File: src/sv/bzs_pkg.sv
// shared types and constants for the cubic bezier subdivision core
// no dependencies; used by every module of the block
package bzs_pkg;

   localparam int COORD_W   = 32;
   localparam int T_W       = 17;
   localparam int FRAC_BITS = 16;
   localparam int NUM_PTS   = 7;
   localparam int IDX_W     = 3;

   localparam logic [T_W-1:0]   T_ONE    = 17'h10000;
   localparam logic [IDX_W-1:0] LAST_IDX = 3'd6;
   localparam logic [IDX_W-1:0] GAP_MAX  = 3'd6;

   typedef logic signed [COORD_W-1:0] coord_type;
   typedef logic [NUM_PTS-1:0][COORD_W-1:0] pts_type;

   typedef struct packed {
      logic signed [COORD_W-1:0] p0_x;
      logic signed [COORD_W-1:0] p0_y;
      logic signed [COORD_W-1:0] p1_x;
      logic signed [COORD_W-1:0] p1_y;
      logic signed [COORD_W-1:0] p2_x;
      logic signed [COORD_W-1:0] p2_y;
      logic signed [COORD_W-1:0] p3_x;
      logic signed [COORD_W-1:0] p3_y;
      logic [T_W-1:0]            split_t;
   } bzs_req_type;

   typedef struct packed {
      logic signed [COORD_W-1:0] out_x;
      logic signed [COORD_W-1:0] out_y;
      logic [IDX_W-1:0]          point_index;
      logic                      last;
   } bzs_rsp_type;

endpackage

File: src/sv/bzs_merge.sv
// merging stage: joins both lanes and serializes seven points, one word a cycle
// depends on bzs_pkg
module bzs_merge (
   input  logic                  clock,
   input  logic                  reset,
   input  logic                  load,
   input  bzs_pkg::pts_type      pts_x,
   input  bzs_pkg::pts_type      pts_y,
   output logic                  rsp_valid,
   output bzs_pkg::bzs_rsp_type  rsp_data
);

   bzs_pkg::coord_type          x_ff [bzs_pkg::NUM_PTS];
   bzs_pkg::coord_type          y_ff [bzs_pkg::NUM_PTS];
   logic [bzs_pkg::IDX_W-1:0]   idx_ff, idx_in;
   logic                        active_ff, active_in;

   always_comb begin
      if (load) begin
         idx_in    = '0;
         active_in = 1'b1;
      end else if (active_ff) begin
         idx_in    = idx_ff + 3'd1;
         active_in = (idx_ff != bzs_pkg::LAST_IDX);
      end else begin
         idx_in    = idx_ff;
         active_in = 1'b0;
      end
   end

   always_ff @(posedge clock) begin
      if (reset) begin
         idx_ff    <= '0;
         active_ff <= 1'b0;
      end else begin
         idx_ff    <= idx_in;
         active_ff <= active_in;
      end
   end

   always_ff @(posedge clock) begin
      if (load) begin
         for (int i = 0; i < bzs_pkg::NUM_PTS; i++) begin
            x_ff[i] <= pts_x[i];
            y_ff[i] <= pts_y[i];
         end
      end else begin
         for (int i = 0; i < bzs_pkg::NUM_PTS - 1; i++) begin
            x_ff[i] <= x_ff[i+1];
            y_ff[i] <= y_ff[i+1];
         end
      end
   end

   assign rsp_valid            = active_ff;
   assign rsp_data.out_x       = x_ff[0];
   assign rsp_data.out_y       = y_ff[0];
   assign rsp_data.point_index = idx_ff;
   assign rsp_data.last        = (idx_ff == bzs_pkg::LAST_IDX);

endmodule

File: config.mk
export PLATFORM = sky130hd
export DESIGN_NAME = bzs_merge
export DESIGN_NICKNAME = d
export VERILOG_FILES = /design/src/sv/bzs_pkg.sv /design/src/sv/bzs_merge.sv
export SDC_FILE = /design/constraint.sdc
export NUM_CORES = 1
export LEC_CHECK = 0
export BUFFER_PORTS_ARGS = -buffer_cell sky130_fd_sc_hd__buf_2
export CAP_MARGIN = 40
export CORE_AREA = 5 5 200 202
export CTS_CLUSTER_DIAMETER = 30
export CTS_CLUSTER_SIZE = 40
export DETAILED_ROUTE_END_ITERATION = 16
export DIE_AREA = 0 0 205 207
export PLACE_DENSITY_LB_ADDON = 0.3
export SYNTH_ARGS = -nofsm -noshare
export SYNTH_HDL_FRONTEND = slang
export SYNTH_SLANG_ARGS = --single-unit
File: constraint.sdc
create_clock -name clock -period 2.5 [get_ports clock]
set_input_delay 0.5 -clock clock [delete_from_list [all_inputs] [get_ports clock]]
set_output_delay 0.5 -clock clock [all_outputs]
set_load 0.05 [all_outputs]
**After elaboration in Yosys (flattened, before gate mapping)**

Memory sizes are Yosys's and may differ from the RTL's.
Index checks and enable logic that the tools add are counted.

- Bitwise gates (word level): 12
- Reductions and logical operators: 1
- Equal/unequal tests: 2
- Add/subtract/negate cells: 1
- Multiplexer cells: 17

Operator list:

| cell | number |
|---|---|
| 2-to-1 mux 32 bit | 12 |
| bitwise OR 1 bit | 12 |
| 2-to-1 mux 1 bit | 5 |
| adder 3 x 1 -> 3 bit, second input constant | 1 |
| == test 3 bit, second input constant | 1 |
| inequality test 3 bit, second input constant | 1 |
| OR reduction 2 bit | 1 |

- Output and inout port bits: 69
- Memories kept: 2
- Bits in writable memories: 448
- Word-level logic and storage cells: 37
- Register bits after elaboration: 4

Memory list:

| memory | words | bits a word | rd ports | clocked after Yosys merged registers in | write ports | line | RTL |
|---|---|---|---|---|---|---|---|
| x_ff | 7 | 32 | 7 | 0 | 7 | bzs_merge.sv:13 | `bzs_pkg::coord_type x_ff [bzs_pkg::NUM_PTS];` |
| y_ff | 7 | 32 | 7 | 0 | 7 | bzs_merge.sv:14 | `bzs_pkg::coord_type y_ff [bzs_pkg::NUM_PTS];` |

**Depth between registers and ports, before layout**

Gate-level depths: netlist (run 1).

- Word-level depth: 3
- Depth in mapped cells: 4

**Worst setup path after synthesis (run 1)**

No wires, ideal clock.

- Path kind: flip-flop to output port
- Start point: register idx_ff[1] (netlist bit)
- End point: output rsp_data[0] (netlist bit)
- Cell stages (with the launch flop): 3
- Buffers on the path: 0
- Slack: 0.679 ns
- Arrival: 1.321 ns
- Required time: 2.000 ns
- Path through: dfxtp_1 > ha_1 > and2_1

RTL lines:

| what | line | RTL |
|---|---|---|
| from (decl) | bzs_merge.sv:15 | `logic [bzs_pkg::IDX_W-1:0] idx_ff, idx_in;` |
| from (signal assigned) | bzs_merge.sv:36 | `idx_ff <= idx_in;` |
| to (decl) | bzs_merge.sv:10 | `output bzs_pkg::bzs_rsp_type rsp_data` |

==> flow_summary.json, run 1 <==
{
  "outcome": "completed",
  "pre_cts_slack_ps": 646,
  "clock.fmax_ghz": 0.474,
  "dpl.hpwl_um": 27300,
  "cts_buffers": 89,
  "post_dp_cell_area_um2": 18700,
  "final-max-slew-violation-count": 0,
  "grt_pass1_wl_um": 54800,
  "grt_start_max_net_pins": 55,
  "max-cap-violations": 0,
  "leakagePower_nw": 10.4,
  "synth_nets": 1409,
  "cts_buffer_depth": 3,
  "period_needed_ps": 2110,
  "synth_cell_types": 21,
  "worstSetupEndpointType": "primary output",
  "whs_ps": 86.8,
  "ir_worst_vdd_mv": 0.645,
  "rows": 72,
  "htreeDepth": 3,
  "skew_ps": 24.4,
  "cts_tree": "done",
  "tightest_slew_ps": 429,
  "post-cts-setup-buffers": 0,
  "timing.final.crit_share": 0.844,
  "syn_avg_cell_area_um2": 17.0,
  "p_per_area_nw_per_um2": 1020,
  "drive_gt1_frac": 0.692,
  "ios": 520,
  "nets": 1931,
  "antenna_left": 0,
  "rsz0062_at_grt": "false",
  "yosysTopAreaCellShare": 0.478,
  "dr.pass1.iters": 4,
  "grt_pass1_vias": 9727,
  "synth_seq_cells": 452,
  "wire_per_inst_um": 17.6,
  "final_util": 0.573,
  "yosysSeqAreaShare": 0.596,
  "routed_wl_um": 36800,
  "cts_num_sinks": 452,
  "netlist_instances": 956,
  "setup-violations-final": 0,
  "hold_path.class": "primary input to register",
  "design.core.area_um2": 38100,
  "port_buffers": 519,
  "antenna_found_initial": 24,
  "grt-ovfl-total": 0,
  "cts-hold-fix-buffers": 0,
  "crit_required_ps": 2000,
  "viasPerCell": 4.28,
  "syn_area_um2": 16300,
  "fin_setup_tns_ps": 0,
  "gp_congestion": 0.786,
  "insertion_delay_ps": 580,
  "hold_violations": 0,
  "start_kind": "register",
  "cts_root_buffer": "clkbuf_16",
  "timing.final.ws_setup_ps": 389,
  "dr.first_iter.drc_count": 247,
  "synth_area_leader_cell": "dfxtp_1",
  "cts-resized-gates": 0,
  "worstPathArrival_ps": 1610,
  "die_y_um": 207,
  "slew_headroom": 0.714,
  "initial_core_util": 0.426,
  "syn2layout_area_growth_pct": 34.4,
  "vias": 8942,
  "worstSetupPathType": "register to primary output",
  "synth.area.top_cells": "dfxtp_1 (48%), mux2_4 (28%), edfxtp_1 (12%)",
  "drc_errors": 0,
  "ys_warn_count": 0,
  "crit_fanout": 4,
  "clk_pin_slew_ps": 50,
  "grt_usage": 0.168,
  "die_area_um2": 42400,
  "fin_area_um2": 21800,
  "die_w_um": 205
}
-- worst paths after layout --
check | from | end | slack (ps) | depth (start not counted)
setup reg to reg | idx_ff[0]$_SDFFE_PP0P_ | idx_ff[1]$_SDFFE_PP0P_ | 1300 | 3
hold reg to reg | y_ff[0][99]$_DFF_P_ | y_ff[0][67]$_DFF_P_ | 440 | 1
hold / removal | pts_y[213] | y_ff[1][85]$_DFFE_PP_ | 90 | 1
setup / recovery | idx_ff[0]$_SDFFE_PP0P_ | rsp_data[0] | 390 | 4
-- flip-flops by register name, summed over array words and instances, names as in the netlist --
register and cells:
idx_ff 3, rsp_valid 1, x_ff 224, y_ff 224
-- layer usage --
layer / GRT usage / vias to the layer above / wire length (um)
met4: 0.0852 / 12 / 1150
met3: 0.0632 / 87 / 3150
li1: - / 4380 / -
met1: 0.185 / 4125 / 13900
met5: 0 / - / 89
met2: 0.282 / 338 / 18500
-- final cells by class --
| type | instances | area (um2) |
|---|---|---|
| tap | 518 | 648 |
| clock buffer | 115 | 2520 |
| clock inverter | 50 | 553 |
| sequential | 452 | 9690 |
| timing repair buffer | 538 | 2830 |
| inverter | 1 | 3.75 |
| antenna | 17 | 42.5 |
| multi-input combinational | 396 | 5560 |
| fill | 3053 | 16300 |
-- worst max-delay path, stage by stage (launching register included) --
cell	delay (ps)
dfxtp_1	390
inv_1	70
ha_1	200
and2_1	170
buf_2	210
-- cells by family (layout without fill, tap and decap cells) --
family,count (synthesis),after routing,share of synthesized area
buffers and inverters,108,704,0.0619
AO/OA/AOI/OAI,5,5,0.00308
XOR/XNOR,1,1,0.000539
flip-flops,452,452,0.596
multiplexers,384,384,0.335
adder cells (fa/ha/maj),2,2,0.00154
AND/OR/NAND/NOR,4,4,0.00139
other,0,17,0
-- synth_stat cells --
cell,number
a2111oi_2,1
nor3_1,1
buf_8,20
edfxtp_1,64
and2_1,1
inv_1,1
a211oi_1,1
a21bo_2,1
ha_1,2
nand3b_1,1
buf_2,6
a21boi_0,1
nor2_1,1
mux2_1,1
dfxtp_1,388
xnor2_1,1
buf_4,64
buf_6,17
o21ba_2,1
mux2_4,300
mux2_2,83
-- power breakdown --
group,switching (W),total [W],internal [W]
logic,0.000892,0.00206,0.00117
registers,0.000202,0.00832,0.00812
clock network,0.00377,0.0118,0.00804
total,0.00486,0.0222,0.0173
-- stage by stage --
stage               cells  power (W)
floorplan             956     0.0101
finish               2087     0.0222
detailed placement   1905     0.0105
CTS                  2070     0.0225
global route         2087     0.0231
global placement     1905     0.0105
-- cells in the final DEF (no fill, tap or decap), types with 2 or more instances in the layout --
cell	instances
mux2_2	83
clkbuf_8	9
bufinv_16	9
buf_12	6
buf_4	13
clkinv_1	3
ha_1	2
buf_2	518
clkbuf_16	94
clkinv_4	7
dfxtp_1	388
mux2_4	300
inv_6	6
clkinv_2	13
diode_2	17
clkbuf_1	12
clkinvlp_4	10
edfxtp_1	64
No activity file was read; power rests on OpenSTA's default activity.
==> run 2: changes to the inputs <==
--- a/config.mk
+++ b/config.mk
@@ -5,13 +5,14 @@
 export SDC_FILE = /design/constraint.sdc
 export NUM_CORES = 1
 export LEC_CHECK = 0
+export ABC_AREA = 1
 export BUFFER_PORTS_ARGS = -buffer_cell sky130_fd_sc_hd__buf_2
 export CAP_MARGIN = 40
-export CORE_AREA = 5 5 200 202
+export CORE_AREA = 5 5 198 200
 export CTS_CLUSTER_DIAMETER = 30
 export CTS_CLUSTER_SIZE = 40
 export DETAILED_ROUTE_END_ITERATION = 16
-export DIE_AREA = 0 0 205 207
+export DIE_AREA = 0 0 203 205
 export PLACE_DENSITY_LB_ADDON = 0.3
 export SYNTH_ARGS = -nofsm -noshare
 export SYNTH_HDL_FRONTEND = slang
==> constraint.sdc (replaced) <==
create_clock -name clock -period 2.2 [get_ports clock]
set_input_delay 0.44 -clock clock [delete_from_list [all_inputs] [get_ports clock]]
set_output_delay 0.44 -clock clock [all_outputs]
set_load 0.05 [all_outputs]
==> flow_summary.json, run 2 <==
{
  "outcome": "completed",
  "final_common_cell": "nand2_1",
  "die_area_um2": 41600,
  "final-max-slew-violation-count": 0,
  "p_per_area_nw_per_um2": 1180,
  "cts_buffers": 86,
  "wire_per_inst_um": 15.2,
  "drive_gt1_frac": 0.292,
  "nets": 2739,
  "timing.final.crit_share": 0.911,
  "setup.worst_path.start": "idx_ff[0]$_SDFFE_PP0P_",
  "fin_area_um2": 21000,
  "ys_top_cells_by_count": "nand2_1 (1159), dfxtp_1 (388), buf_4 (73), edfxtp_1 (64), buf_6 (40)",
  "leakagePower_nw": 11.1,
  "yosysTopAreaCellShare": 0.508,
  "cts_root_buffer": "clkbuf_16",
  "synth_async_sr_flop_share": 0,
  "port_buffers": 519,
  "clockPowerShare": 0.542,
  "intPower_w": 0.0187,
  "clk_pin_slew_ps": 50,
  "stdcell_count": 2843,
  "sw_frac_of_total": 0.243,
  "grt_pass1_vias": 12500,
  "grt-ovfl-total": 0,
  "gp_congestion": 0.856,
  "crit_required_ps": 1760,
  "hold_path.class": "primary input to register",
  "synth.area.top_cells": "dfxtp_1 (51%), nand2_1 (28%), edfxtp_1 (13%)",
  "antenna_left": 0,
  "max-cap-violations": 0,
  "cts_buffer_depth": 3,
  "htreeDepth": 3,
  "ir_worst_vdd_mv": 0.696,
  "final_cell_mix": "nand2_1 (1159), buf_2 (518), dfxtp_1 (388), clkbuf_16 (90), edfxtp_1 (64)",
  "syn_area_um2": 15300,
  "synth_area_leader_cell": "dfxtp_1",
  "drc_errors": 0,
  "grt_usage": 0.202,
  "dp.cells": 2635,
  "synth_seq_cells": 452,
  "post-cts-setup-buffers": 0,
  "whs_ps": 29.5,
  "top_regs": "x_ff x224, y_ff x224, idx_ff x3",
  "dr.first_iter.drc_count": 668,
  "netlist_instances": 1774,
  "rrSetupSlack_ps": 1170,
  "design.core.area_um2": 37200,
  "post_dp_cell_area_um2": 17500,
  "seqPwrFrac": 0.380,
  "rsz0062_at_grt": "false",
  "clock.fmax_ghz": 0.499,
  "cts-resized-gates": 0,
  "insertion_delay_ps": 590,
  "post-synth-top-count-cell": "nand2_1",
  "slew_headroom": 0.568,
  "worstPathArrival_ps": 1560,
  "yosys_most_used_dff": "dfxtp_1",
  "hold_violations": 0,
  "synth_edf_count": 64,
  "cts_tree": "done",
  "antenna_found_initial": 9,
  "r2r_start": "idx_ff[0]$_SDFFE_PP0P_",
  "dr.pass1.iters": 5,
  "period_needed_ps": 2000,
  "finalPower_w": 0.0247,
  "routed_wl_um": 43300,
  "whs_path_depth": 1,
  "die_w_um": 203,
  "pwr-share-comb": 0.078,
  "crit_fanout": 5,
  "timing.rr.end": "idx_ff[1]$_SDFFE_PP0P_",
  "syn_avg_cell_area_um2": 8.62,
  "skew_ps": 25.0,
  "rows": 71,
  "yosysSeqAreaShare": 0.633,
  "cts_num_sinks": 452,
  "fin_setup_tns_ps": 0,
  "dpl.hpwl_um": 31100,
  "vias": 12300,
  "worstSetupPathType": "register to primary output",
  "synth_nets": 2227,
  "ys_warn_count": 0,
  "setup-violations-final": 0,
  "syn2layout_area_growth_pct": 37.2,
  "viasPerCell": 4.32,
  "die_y_um": 205,
  "p_sw_w": 0.00602,
  "start_kind": "register",
  "grt_pass1_wl_um": 65900,
  "initial_core_util": 0.411,
  "synth_cell_types": 13,
  "ios": 520,
  "worstSetupEndpoint": "rsp_data[0]",
  "worstSetupEndpointType": "primary output",
  "grt_start_max_net_pins": 137,
  "tightest_slew_ps": 648,
  "r2r_cells": 5
}
-- run 2: changes by cell type after synthesis, moves of 2 or more --
| cell | change |
|---|---|
| nor2_1 | +4 |
| buf_4 | +9 |
| buf_6 | +23 |
| a21oi_1 | +2 |
| mux2_4 | -300 |
| buf_8 | -20 |
| mux2_2 | -83 |
| nand2_1 | +1159 |
| buf_2 | +30 |
-- run 2: worst min path at each step --
stage	from	endpoint	slack [ps]
after CTS	pts_x[54]	x_ff[0][54]$_DFF_P_	0.1
after detailed placement	y_ff[1][62]$_DFF_P_	y_ff[1][30]$_DFF_P_	400
final	pts_x[209]	x_ff[0][209]$_DFFE_PP_	30
after global routing	pts_x[209]	x_ff[0][209]$_DFFE_PP_	4
after floorplan	x_ff[0][32]$_DFF_P_	x_ff[0][0]$_DFF_P_	400
after global placement	y_ff[0][64]$_DFF_P_	y_ff[0][32]$_DFF_P_	400
-- run 2: area by class of cell --
cell class	instances	area [um2]
Multi-Input combinational cell	1170	4420
Antenna cell	10	25.0
Timing Repair Buffer	573	3190
Sequential cell	452	9690
Clock inverter	57	694
Clock buffer	104	2350
Inverter	3	23.8
Fill cell	3323	16200
Tap cell	474	593
-- run 2: logic make-up (layout without fill, tap and decap cells) --
logic type	count (synthesis)	after routing	share of synthesized area
AND/OR/NAND/NOR	1166	1166	0.286
flip-flops	452	452	0.633
buffers and inverters	152	737	0.0779
adder cells (fa/ha/maj)	2	2	0.00164
AO/OA/AOI/OAI	2	2	0.000654
other	0	10	0
-- run 2: stage by stage --
stage | utilization | setup slack (ps)
global route | 0.564 | 88.9
CTS | 0.563 | 164
finish | 0.564 | 195
global placement | 0.471 | 496
detailed placement | 0.471 | 489
floorplan | - | 472
-- run 2: critical path, cell delays in order (launching register included) --
cell and delay, ps:
dfxtp_1 400, inv_1 60, ha_1 190, nand2_1 80, inv_1 40, buf_2 200
-- run 2: layer usage --
| layer | routed length [um] | track usage |
|---|---|---|
| met5 | 0 | 0 |
| met4 | 883 | 0.0766 |
| met3 | 2490 | 0.0432 |
| met2 | 20900 | 0.327 |
| met1 | 19000 | 0.267 |
-- run 2: power by group through the flow --
| stage | Clock [W] | Sequential, W | Combinational, W |
|---|---|---|---|
| 2_1_floorplan | 0 | 0.00946 | 0.00133 |
| 3_3_place_gp | 0 | 0.00955 | 0.00187 |
| 3_5_place_dp | 0 | 0.00955 | 0.00189 |
| 4_1_cts | 0.0136 | 0.00940 | 0.00196 |
| 5_1_grt | 0.0140 | 0.00946 | 0.00217 |
| 6_report | 0.0134 | 0.00940 | 0.00194 |
-- run 2: timing repair --
action	4_1_cts	5_1_grt
hold endpoints to repair	37	0
setup endpoints to repair	0	0
hold buffers	37	0
